===== src/rtl/ublr_pkg.sv =====
// ----------------------------------------------------------------------------
// ublr_pkg: shared constants and types for the bounded LCG random block
// Holds widths, generator constants, mode codes and the front/back word type.
// ----------------------------------------------------------------------------
package ublr_pkg;

   localparam int CAND_BITS  = 31;
   localparam int STATE_BITS = 48;
   localparam int RANGE_BITS = 32;
   localparam int RNG_BITS   = CAND_BITS + 1;

   localparam logic [STATE_BITS-1:0] LCG_MULT   = 48'h0005DEECE66D;
   localparam logic [STATE_BITS-1:0] LCG_INC    = 48'h00000000000B;
   localparam logic [STATE_BITS-1:0] SEED_RESET = 48'd20017429951246;

   localparam logic [1:0] MODE_LCG  = 2'd0;
   localparam logic [1:0] MODE_MIN  = 2'd1;
   localparam logic [1:0] MODE_HALF = 2'd2;
   localparam logic [1:0] MODE_MAX  = 2'd3;

   localparam logic [0:0] CSR_MODE = 1'd0;
   localparam logic [0:0] CSR_SEED = 1'd1;

   // classified request: fixed answer or a draw with a saturated range
   typedef struct packed {
      logic                 draw;
      logic [RNG_BITS-1:0]  range;
      logic [CAND_BITS-1:0] fixed;
   } job_type;

endpackage


===== src/rtl/unbiased_bounded_lcg_random.sv =====
// ----------------------------------------------------------------------------
// unbiased_bounded_lcg_random: bounded uniform values from a 48-bit LCG
// Usage: a request word on req_ carries the exclusive bound (1..2^31,
// larger bounds saturate). One value word per request leaves on rsp_, in
// request order. csr_ writes register 0 (mode) or 1 (seed, loads the
// generator state); write only while idle.
// Sequence: fixed modes go straight to the result register. Generator
// mode: the rejection limit (2^31 mod range, bit-serial), then LCG tries
// (three 16-bit partial products plus check each) until one passes, then
// the final bit-serial modulo; one item at a time in the back end.
// A two-word queue lets requests enter while the engine works; the result
// register holds a stalled word and the engine waits on it.
// Reset: mode 0, state = seed reset value, queue and result empty.
// ----------------------------------------------------------------------------
module unbiased_bounded_lcg_random
   import ublr_pkg::*;
(
   input  logic                   clock,
   input  logic                   reset,
   input  logic                   req_tvalid,
   output logic                   req_tready,
   input  logic [RANGE_BITS-1:0]  req_tdata,   // [31:0] range
   output logic                   rsp_tvalid,
   input  logic                   rsp_tready,
   output logic [31:0]            rsp_tdata,   // [30:0] value
   input  logic                   csr_we,
   input  logic [0:0]             csr_index,
   input  logic [STATE_BITS-1:0]  csr_wdata
);

   logic [1:0]           mode_ff;
   logic                 job_valid, job_ready;
   job_type              job;
   logic [CAND_BITS-1:0] value;

   always_ff @(posedge clock) begin
      if (reset) begin
         mode_ff <= MODE_LCG;
      end else if (csr_we && csr_index == CSR_MODE) begin
         mode_ff <= csr_wdata[1:0];
      end
   end

   ublr_front u_front (
      .clock, .reset, .mode(mode_ff), .req_tvalid, .req_tready, .req_tdata,
      .job_valid, .job_ready, .job
   );

   ublr_back u_back (
      .clock, .reset, .seed_we(csr_we && csr_index == CSR_SEED), .seed(csr_wdata),
      .job_valid, .job_ready, .job, .rsp_tvalid, .rsp_tready, .rsp_value(value)
   );

   assign rsp_tdata = {1'b0, value};

endmodule


===== src/rtl/ublr_front.sv =====
// ----------------------------------------------------------------------------
// ublr_front: request intake and classification
// Saturates the range, resolves fixed modes and zero ranges, queues jobs.
// ----------------------------------------------------------------------------
module ublr_front
   import ublr_pkg::*;
(
   input  logic                  clock,
   input  logic                  reset,
   input  logic [1:0]            mode,
   input  logic                  req_tvalid,
   output logic                  req_tready,
   input  logic [RANGE_BITS-1:0] req_tdata,
   output logic                  job_valid,
   input  logic                  job_ready,
   output job_type               job
);

   // two-entry queue
   job_type     q_ff [2];
   job_type     q_in [2];
   logic [1:0]  cnt_ff, cnt_in;
   logic [RNG_BITS-1:0]  rng;
   job_type     nj;
   logic        push, pop;

   always_comb begin
      rng = (req_tdata > RANGE_BITS'(1 << CAND_BITS)) ? RNG_BITS'(1 << CAND_BITS)
                                                      : req_tdata[RNG_BITS-1:0];
      nj.range = rng;
      nj.draw  = 1'b0;
      nj.fixed = '0;
      if (rng != '0) begin
         case (mode)
            MODE_MIN:  nj.fixed = '0;
            MODE_HALF: nj.fixed = rng[CAND_BITS:1];
            MODE_MAX:  nj.fixed = CAND_BITS'(rng - RNG_BITS'(1));
            default:   nj.draw  = 1'b1;
         endcase
      end
   end

   assign req_tready = (cnt_ff != 2'd2);
   assign job_valid  = (cnt_ff != 2'd0);
   assign job        = q_ff[0];
   assign push       = req_tvalid && req_tready;
   assign pop        = job_valid && job_ready;

   always_comb begin
      q_in[0] = q_ff[0];
      q_in[1] = q_ff[1];
      cnt_in  = cnt_ff;
      if (pop) begin
         q_in[0] = q_ff[1];
      end
      if (push) begin
         if (cnt_ff == 2'd0 || (cnt_ff == 2'd1 && pop)) begin
            q_in[0] = nj;
         end else begin
            q_in[1] = nj;
         end
      end
      cnt_in = cnt_ff + {1'b0, push} - {1'b0, pop};
   end

   always_ff @(posedge clock) begin
      q_ff[0] <= q_in[0];
      q_ff[1] <= q_in[1];
      if (reset) begin
         cnt_ff <= '0;
      end else begin
         cnt_ff <= cnt_in;
      end
   end

   a_cnt_bound: assert property (@(posedge clock) disable iff (reset)
      cnt_ff != 2'd3) else $error("queue count overflow");
   a_full_nopush: assert property (@(posedge clock) disable iff (reset)
      cnt_ff == 2'd2 |-> !push) else $error("push into full queue");
   a_cnt_step: assert property (@(posedge clock) disable iff (reset)
      push && !pop |=> cnt_ff == $past(cnt_ff) + 2'd1) else $error("count step");

endmodule


===== src/rtl/ublr_back.sv =====
// ----------------------------------------------------------------------------
// ublr_back: generator and reduction engine
// Steps the 48-bit LCG with 16-bit partial products, rejects, then reduces
// the candidate mod range one quotient bit per cycle unless stalled.
// ----------------------------------------------------------------------------
module ublr_back
   import ublr_pkg::*;
(
   input  logic                  clock,
   input  logic                  reset,
   input  logic                  seed_we,
   input  logic [STATE_BITS-1:0] seed,
   input  logic                  job_valid,
   output logic                  job_ready,
   input  job_type               job,
   output logic                  rsp_tvalid,
   input  logic                  rsp_tready,
   output logic [CAND_BITS-1:0]  rsp_value
);

   localparam logic [2:0] ST_IDLE = 3'd0;
   localparam logic [2:0] ST_MUL  = 3'd1;
   localparam logic [2:0] ST_LIM  = 3'd2;
   localparam logic [2:0] ST_CHK  = 3'd3;
   localparam logic [2:0] ST_MOD  = 3'd4;

   logic [2:0]            st_ff, st_in;
   logic [STATE_BITS-1:0] x_ff, x_in;
   logic [STATE_BITS-1:0] acc_ff, acc_in;
   logic [1:0]            pp_ff, pp_in;
   logic [RNG_BITS-1:0]   rng_ff, rng_in;
   logic [RNG_BITS-1:0]   rem_ff, rem_in;
   logic [CAND_BITS-1:0]  cand_ff, cand_in;
   logic [5:0]            bit_ff, bit_in;
   logic [CAND_BITS-1:0]  lim_ff, lim_in;
   logic                  lmode_ff, lmode_in;
   logic                  ov_ff, ov_in;
   logic [CAND_BITS-1:0]  out_ff, out_in;
   logic [15:0]           xs;
   logic [RNG_BITS:0]     trial;
   logic [51:0]           pprod;
   logic [STATE_BITS-1:0] prod;

   assign job_ready  = (st_ff == ST_IDLE) && !ov_ff;
   assign rsp_tvalid = ov_ff;
   assign rsp_value  = out_ff;
   assign xs         = x_ff[pp_ff*16 +: 16];
   // 16-bit slice times the 35-bit multiplier, full 51-bit product
   assign pprod      = {36'b0, xs} * {16'b0, LCG_MULT[35:0]};
   assign prod       = pprod[STATE_BITS-1:0] << (pp_ff * 16);
   // shift-subtract: operand is the candidate (lmode 0) or 2^31 (lmode 1)
   assign trial = {rem_ff, lmode_ff ? (bit_ff == 6'(CAND_BITS)) : cand_ff[bit_ff[4:0]]}
                  - {1'b0, rng_ff};

   always_comb begin
      st_in = st_ff; x_in = x_ff; acc_in = acc_ff; pp_in = pp_ff;
      rng_in = rng_ff; rem_in = rem_ff; cand_in = cand_ff; bit_in = bit_ff;
      lim_in = lim_ff; lmode_in = lmode_ff; ov_in = ov_ff; out_in = out_ff;
      if (ov_ff && rsp_tready) begin
         ov_in = 1'b0;
      end
      case (st_ff)
         ST_IDLE: begin
            if (job_valid && !ov_ff) begin
               rng_in = job.range;
               if (job.draw) begin
                  rem_in = '0; bit_in = 6'(CAND_BITS); lmode_in = 1'b1;
                  st_in = ST_LIM;
               end else begin
                  out_in = job.fixed; ov_in = 1'b1;
               end
            end
         end
         ST_LIM: begin
            // 2^31 mod range, 32 bit steps
            rem_in = trial[RNG_BITS] ? RNG_BITS'({rem_ff, bit_ff == 6'(CAND_BITS)})
                                     : trial[RNG_BITS-1:0];
            if (bit_ff == '0) begin
               lim_in = CAND_BITS'({1'b0, {CAND_BITS{1'b1}}} - rem_in);
               acc_in = LCG_INC; pp_in = '0; st_in = ST_MUL;
            end else begin
               bit_in = bit_ff - 6'd1;
            end
         end
         ST_MUL: begin
            acc_in = acc_ff + prod;
            pp_in  = pp_ff + 2'd1;
            if (pp_ff == 2'd2) begin
               x_in = acc_in; st_in = ST_CHK;
            end
         end
         ST_CHK: begin
            cand_in = x_ff[STATE_BITS-1 -: CAND_BITS];
            if (cand_in > lim_ff) begin
               acc_in = LCG_INC; pp_in = '0; st_in = ST_MUL;
            end else begin
               rem_in = '0; bit_in = 6'(CAND_BITS-1); lmode_in = 1'b0; st_in = ST_MOD;
            end
         end
         ST_MOD: begin
            rem_in = trial[RNG_BITS] ? RNG_BITS'({rem_ff, cand_ff[bit_ff[4:0]]})
                                     : trial[RNG_BITS-1:0];
            if (bit_ff == '0) begin
               if (!ov_in) begin
                  out_in = rem_in[CAND_BITS-1:0]; ov_in = 1'b1; st_in = ST_IDLE;
               end else begin
                  rem_in = rem_ff;
               end
            end else begin
               bit_in = bit_ff - 6'd1;
            end
         end
         default: st_in = ST_IDLE;
      endcase
      if (seed_we) begin
         x_in = seed;
      end
   end

   always_ff @(posedge clock) begin
      acc_ff <= acc_in; pp_ff <= pp_in; rng_ff <= rng_in; rem_ff <= rem_in;
      cand_ff <= cand_in; bit_ff <= bit_in; lim_ff <= lim_in; lmode_ff <= lmode_in;
      out_ff <= out_in;
      if (reset) begin
         st_ff <= ST_IDLE; ov_ff <= 1'b0; x_ff <= SEED_RESET;
      end else begin
         st_ff <= st_in; ov_ff <= ov_in; x_ff <= x_in;
      end
   end

   a_hold: assert property (@(posedge clock) disable iff (reset)
      rsp_tvalid && !rsp_tready |=> rsp_tvalid && $stable(rsp_value))
      else $error("result lost");
   a_noaccept: assert property (@(posedge clock) disable iff (reset)
      st_ff != ST_IDLE |-> !job_ready) else $error("accept while busy");
   a_less: assert property (@(posedge clock) disable iff (reset)
      $rose(rsp_tvalid) && $past(st_ff) == ST_MOD |-> {1'b0, rsp_value} < rng_ff)
      else $error("value not below range");

endmodule

===== config.mk =====
export PLATFORM = sky130hd
export DESIGN_NAME = unbiased_bounded_lcg_random
export DESIGN_NICKNAME = d
export VERILOG_FILES = /design/src/rtl/ublr_pkg.sv /design/src/rtl/unbiased_bounded_lcg_random.sv /design/src/rtl/ublr_front.sv /design/src/rtl/ublr_back.sv
export SDC_FILE = /design/constraint.sdc
export NUM_CORES = 2
export LEC_CHECK = 0
export BUFFER_PORTS_ARGS = -buffer_cell sky130_fd_sc_hd__buf_2
export CORE_UTILIZATION = 64
export DETAILED_ROUTE_END_ITERATION = 6
export PLACE_DENSITY = 0.9
export SLEW_MARGIN = 20
export SYNTH_ARGS = -nofsm -noshare
export SYNTH_HDL_FRONTEND = slang
export SYNTH_SLANG_ARGS = --single-unit

===== constraint.sdc =====
create_clock -name clock -period 10.9 [get_ports clock]
set_input_delay 0.545 -clock clock [delete_from_list [all_inputs] [get_ports clock]]
set_output_delay 0.545 -clock clock [all_outputs]
set_load 0.05 [all_outputs]

## Word-level counts from Yosys, hierarchy flattened

Memory sizes are Yosys's and may differ from the RTL's.
Index checks and enable logic that the tools add are counted.

- Memory bits (writable): 128
- Logic and storage cells: 141
- Bits in latches: 0
- Input port bits: 86
- Memories kept: 1
- Output and inout port bits: 34
- ROM bits: 0
- Flip-flop bits (word level): 270

Memory list:

| memory | depth | bits a word | rd ports | clocked after memory_dff | wr ports | RTL line | RTL |
|---|---|---|---|---|---|---|---|
| u_front.q_ff | 2 | 64 | 2 | 0 | 2 | ublr_front.sv:20 | `job_type q_ff [2];` |

- Multiplexer cells: 56
- Bitwise gates (word level): 1
- Equal/unequal tests: 22
- Reductions and logical operators: 33
- $mul: 1
- Shifts and indexed selects: 2
- $lt $le $gt $ge: 3
- Add/subtract/negate cells: 8
- Divide/modulo/power cells: 0

Operators by type and width:

| operator | count |
|---|---|
| 32-bit 2-to-1 mux | 8 |
| 48-bit 2-to-1 mux | 5 |
| 64-bit 2-to-1 mux | 3 |
| 31-bit 2-to-1 mux | 5 |
| 48-bit case mux with 3 select lines | 1 |
| 128-bit 2-to-1 mux | 1 |
| 32-bit case mux with 4 select lines | 1 |
| 31-bit case mux with 2 select lines | 2 |
| 48-bit adder | 1 |
| 16-bit by 35-bit multiplier with 48-bit output (second input constant) | 1 |
| 48-bit by 7-bit variable part select with 16-bit output | 1 |
| 48-bit by 6-bit left shift with 48-bit output | 1 |
| 33-bit by 32-bit subtractor with 33-bit output | 1 |
| 32-bit > comparator (second input constant) | 1 |
| 32-bit nonzero test | 1 |
| 31-bit > comparator | 1 |
| 31-bit by 1-bit subtractor with 31-bit output (second input constant) | 1 |
| 31-bit subtractor (first input constant) | 1 |
| 6-bit 2-to-1 mux | 4 |
| 3-bit 2-to-1 mux | 7 |
| 6-bit case mux with 3 select lines | 1 |
| 3-bit case mux with 5 select lines | 1 |
| 5-bit AND reduction | 3 |
| 2-bit inequality test (second input constant) | 7 |
| 34 further kinds | 67 |

## Longest topological paths before layout

- Word-level depth: 8
- Mapped depth: 40
- Depth with buffers taken out: 38

## By module

A second synthesis with hierarchy kept.

- Cell total of the unflattened synthesis: 3500
- Area total of the unflattened synthesis: 33549.7 µm²

By module, submodules not included:

| module | times used | area an instance (µm²) | seq. area each (µm²) | cells an instance |
|---|---|---|---|---|
| ublr_back | 1 | 26287.7 | 7467.2 | 2760 |
| ublr_front | 1 | 7143.1 | 3243.1 | 728 |
| unbiased_bounded_lcg_random | 1 | 118.9 | 40.0 | 12 |

## Worst setup path before layout

OpenSTA, ideal clock, no wires.

- Path kind: register to register
- From: reg u_back.pp_ff[1]
- To: reg u_back.x_ff[45]
- Data required time: 10781 ps
- Slack: 1655 ps
- Library setup time: 119 ps
- Clock period less this slack: 9245 ps
- Arrival: 9126 ps
- Path buffers: 3
- Cell stages (with the launch flop): 36
- Cells stage by stage: edfxtp_1 clkbuf_1 buf_1 mux2i_1 o21ai_0 ha_1 inv_1 fa_1 fa_1 inv_1 fa_1 fa_1 inv_1 fa_1 inv_1 ha_1 and2_1 and3_1 o31ai_1 nand4b_1 o2111ai_1 o21ai_1 xor2_1 a21oi_1 nor2_1 ha_1 clkbuf_1 nand2_1 or4b_1 o211ai_1 a21oi_1 o31ai_1 o31a_1 mux2i_1 a21oi_1 o221a_2

- Cells in the longest elaborated chain, start to end: 7
- Elaborated cells between the ends (all ways): 10
- Classes of those cells: add/sub: 1; mul: 1; eq/ne: 1; shift: 2; mux: 3; reduce/logical: 2

Ends and longest elaborated chain:

| what | RTL line | RTL |
|---|---|---|
| from (decl) | ublr_back.sv:30 | `logic [1:0] pp_ff, pp_in;` |
| from (signal assigned) | ublr_back.sv:121 | `acc_ff <= acc_in; pp_ff <= pp_in; rng_ff <= rng_in; rem_ff <= rem_in;` |
| 48-bit by 7-bit variable part select with 16-bit output | ublr_back.sv:47 | `assign xs = x_ff[pp_ff*16 +: 16];` |
| 16-bit by 35-bit multiplier with 48-bit output | ublr_back.sv:49 | `assign pprod = {36'b0, xs} * {16'b0, LCG_MULT[35:0]};` |
| 48-bit by 6-bit left shift with 48-bit output | ublr_back.sv:50 | `assign prod = pprod[STATE_BITS-1:0] << (pp_ff * 16);` |
| 48-bit adder | ublr_back.sv:86 | `acc_in = acc_ff + prod;` |
| 48-bit 2-to-1 mux | ublr_back.sv:88 | `if (pp_ff == 2'd2) begin` |
| 48-bit 2-to-1 mux | ublr_back.sv:62 | `case (st_ff)` |
| 48-bit 2-to-1 mux | ublr_back.sv:115 | `if (seed_we) begin` |
| to (signal assigned) | ublr_back.sv:127 | `st_ff <= st_in; ov_ff <= ov_in; x_ff <= x_in;` |
| to (decl) | ublr_back.sv:28 | `logic [STATE_BITS-1:0] x_ff, x_in;` |

Parallel ways exist; a longest one is shown, timed or not. The select of a mux whose other input is x is not followed.
A chain may end at the register's enable or synchronous reset.

## Worst setup path after layout

Ends and elaborated chain as after synthesis.

==> results.toml <==
[worst_setup_path]
critPathLaunchType = "register"
path_max_fanout = 28
worstReg2RegStart = "u_back.pp_ff[1]"
crit_slowest_cell = "o21ai_0"
cp_slowest_stage_delay_ns = 0.91
end_kind = "register"
critPathLaunch = "u_back.pp_ff[1]"
worstPathRequired_ns = 11.37
rr_endpoint = "u_back.x_ff[45]"
criticalPathCategory = "reg -> reg"
rr_worst_depth = 35
r2r_slack_ns = 0.41
cp.arrival_ns = 10.95

[clocking]
cts_buffer_depth = 3
cts.sinks = 398
numCtsBuffers = 40
ctsHtreeMaxLevel = 2
clkTransAtPathRegs_ns = 0.08
cts_tree = "done"
clk_latency_ns = 0.61
clock-root-buffer = "clkbuf_16"

[sta]
setup_viol = 0
fmax_ghz = 0.0954
slew_headroom_pct = 23.0
rsz0062_at_grt = "false"
finalMaxSlewViolations = 0
finClkSkew_ns = 0.0459
hold_viol = 0
min_period_ns = 10.49
tightest_slew_ns = 1.14
fin_setup_tns_ns = 0
fin_hold_ws_ns = 0.203
min_period_over_period_pct = 96.2

[pwr]
cellLeakagePower_uw = 0.0166
netSwitchingPower_uw = 2690
p_int_uw = 3940
p_clk_share_pct = 23.2
p_comb_share_pct = 40.5
ir_drop_uv = 385
p_per_area_nw_per_um2 = 189
sw_frac_of_total_pct = 40.6
seqPwrFrac_pct = 36.3

[cells_and_area]
final_cell_area_um2 = 35100
fin_util_pct = 71.1
area_delta_synth_final_pct = 8.62
nets = 4095
drive_above_1_share_pct = 8.55
n_antenna_cell = 0
n_fill_cell = 3517

[synth]
ys.flop_type = "edfxtp_1"
synth_edf_count = 278
synthCells = 3429
synth_nets = 4023
yosys.area.top_type = "edfxtp_1"
synth_top_area_share_pct = 25.8
yosys_register_bits = 398
synth-seq-area-share_pct = 33.3
async_flop_share_pct = 0
ys_types = 80
synth_xor_area_share_pct = 3.36
synthMuxAreaShare_pct = 2.57
synth_top_family_by_area = "adder cells"
synth_fa_ha_area_share_pct = 25.0
synth_common_cells = "inv_1, nand2_1, nor2_1"
synth-simple-area-share_pct = 13.7
yosys_warnings = 0
synth_compound_area_share_pct = 15.3
synth_most_common_cell = "inv_1"
syn_avg_cell_area_um2 = 9.42
synth_area_leaders = "edfxtp_1, fa_1, ha_1, dfxtp_1, inv_1"
netlist_area_um2 = 32300

[routing]
drt-total-wl_um = 99900
wl_per_cell_um = 23.8
ant_nets = 0
drt-initial-drc-count = 3874
vias = 27000
vias_per_cell = 6.44
drc = 0
first_pass_iters = 6

[grt]
antenna_found_initial = 9
grt_overflow_total = 0
grt_usage_pct = 39.6
grt_max_degree = 101
first_global_vias = 25900
grt_pass1_wl_um = 152000

[placement]
placed_cell_area_um2 = 33600
portBuffers = 118
dp_hpwl_um = 76400
gp_congestion = 1.05

[hold_path]
hold_start = "csr_wdata[6]"
hp-class = "in -> reg"
min_to = "u_back.x_ff[6]"
hold-path-cell-count = 3

[floorplanning]
die_w_um = 227
start_util_pct = 65.5
die_area_um2 = 51400
design.core.area_um2 = 49400
num_rows = 81
io_pins = 120
die_h_um = 227

[outcome]
status = "finished, final reports clean"

[run]
maxCapViolations = 0
-- placed cells by master, fill, tap and decap left out, types with 54 or more instances in the layout --
| master | Yosys | routed |
|---|---|---|
| inv_1 | 424 | 423 |
| mux2i_1 | 56 | 56 |
| a21oi_1 | 194 | 193 |
| nand2_1 | 374 | 369 |
| a31oi_1 | 87 | 87 |
| dfxtp_1 | 120 | 119 |
| buf_2 | 4 | 118 |
| fa_1 | 231 | 231 |
| buf_4 | 8 | 54 |
| a21o_1 | 69 | 69 |
| xor2_1 | 55 | 55 |
| ha_1 | 277 | 277 |
| o21ai_0 | 165 | 163 |
| xnor2_1 | 69 | 69 |
| edfxtp_1 | 278 | 278 |
| nor2_1 | 312 | 312 |
-- power by group through the flow --
stage / registers, uW / logic [uW] / clock network [uW]
after floorplan: 2410 / 1770 / 0
after global placement: 2390 / 2460 / 0
after detailed placement: 2410 / 2550 / 0
after CTS: 2390 / 2600 / 1540
after global routing: 2430 / 2860 / 1600
final: 2410 / 2690 / 1540
-- registers in the layout (all words and copies together) (netlist names), 3 cells and up --
signal	flops
u_back.rng_ff	32
u_back.rem_ff	32
u_back.rsp_value	31
u_back.bit_ff	6
u_back.lim_ff	31
u_back.cand_ff	31
u_back.st_ff	3
u_front.q_ff	128
u_back.acc_ff	48
u_back.x_ff	48
-- kinds of logic (layout without fill, tap and decap cells) --
logic type / Yosys count / after routing
AO/OA/AOI/OAI: 777 / 777
XOR/XNOR: 124 / 124
adder cells (fa/ha/maj): 508 / 508
buffers and inverters: 567 / 670
flip-flops: 398 / 398
multiplexers: 71 / 71
other: 1 / 1
AND/OR/NAND/NOR: 983 / 983
-- layer usage --
metal / GRT usage, % / wire [um]
met1: 57.2 / 38700
met4: 13.4 / 3540
met2: 56.5 / 42400
met5: 0 / 64
met3: 11.8 / 15200
-- repair_timing --
action                                  in CTS  in global routing
hold buffers                                 0                  0
setup buffers                                0                  4
endpoints found under the setup margin       0                  4
resized for setup                            0                  1
-- area by class of cell --
type	instances	area, um2	share of cell area [%]
well taps	664	831	2.37
multi-input cells	2464	19500	55.5
clock buffers	58	1170	3.34
flip-flops and latches	398	10800	30.6
inverters	425	1600	4.55
repair buffers	172	996	2.84
clock inverters	15	287	0.816
-- per-stage QoR --
stage / power (uW) / std cells / setup slack [ns]
final: 6630 / 4196 / 0.413
after global routing: 6890 / 4196 / 0.0771
after CTS: 6540 / 4192 / 0.538
after detailed placement: 4960 / 4119 / 0.591
after global placement: 4850 / 4119 / 0.705
after floorplan: 4170 / 3429 / 1.65
-- worst max-delay path by stage --
stage | to | slack [ns] | cells after the start
after CTS | u_back.x_ff[45] | 0.54 | 38
final | u_back.x_ff[45] | 0.41 | 35
after detailed placement | u_back.x_ff[45] | 0.59 | 34
after global routing | u_back.x_ff[45] | 0.08 | 39
after global placement | u_back.x_ff[45] | 0.70 | 34
after floorplan | u_back.x_ff[45] | 1.65 | 35
-- critical path: cells and delay by family, from the launching register on --
kind            cells  cell delay [ns]
fa+ha+maj           8             3.55
compound gates     11             3.12
simple gates        7             1.60
buf+inv             5             0.79
xor+xnor            2             0.50
mux                 2             0.41
flops               1             0.37
Power figures use the tool's default switching activity.
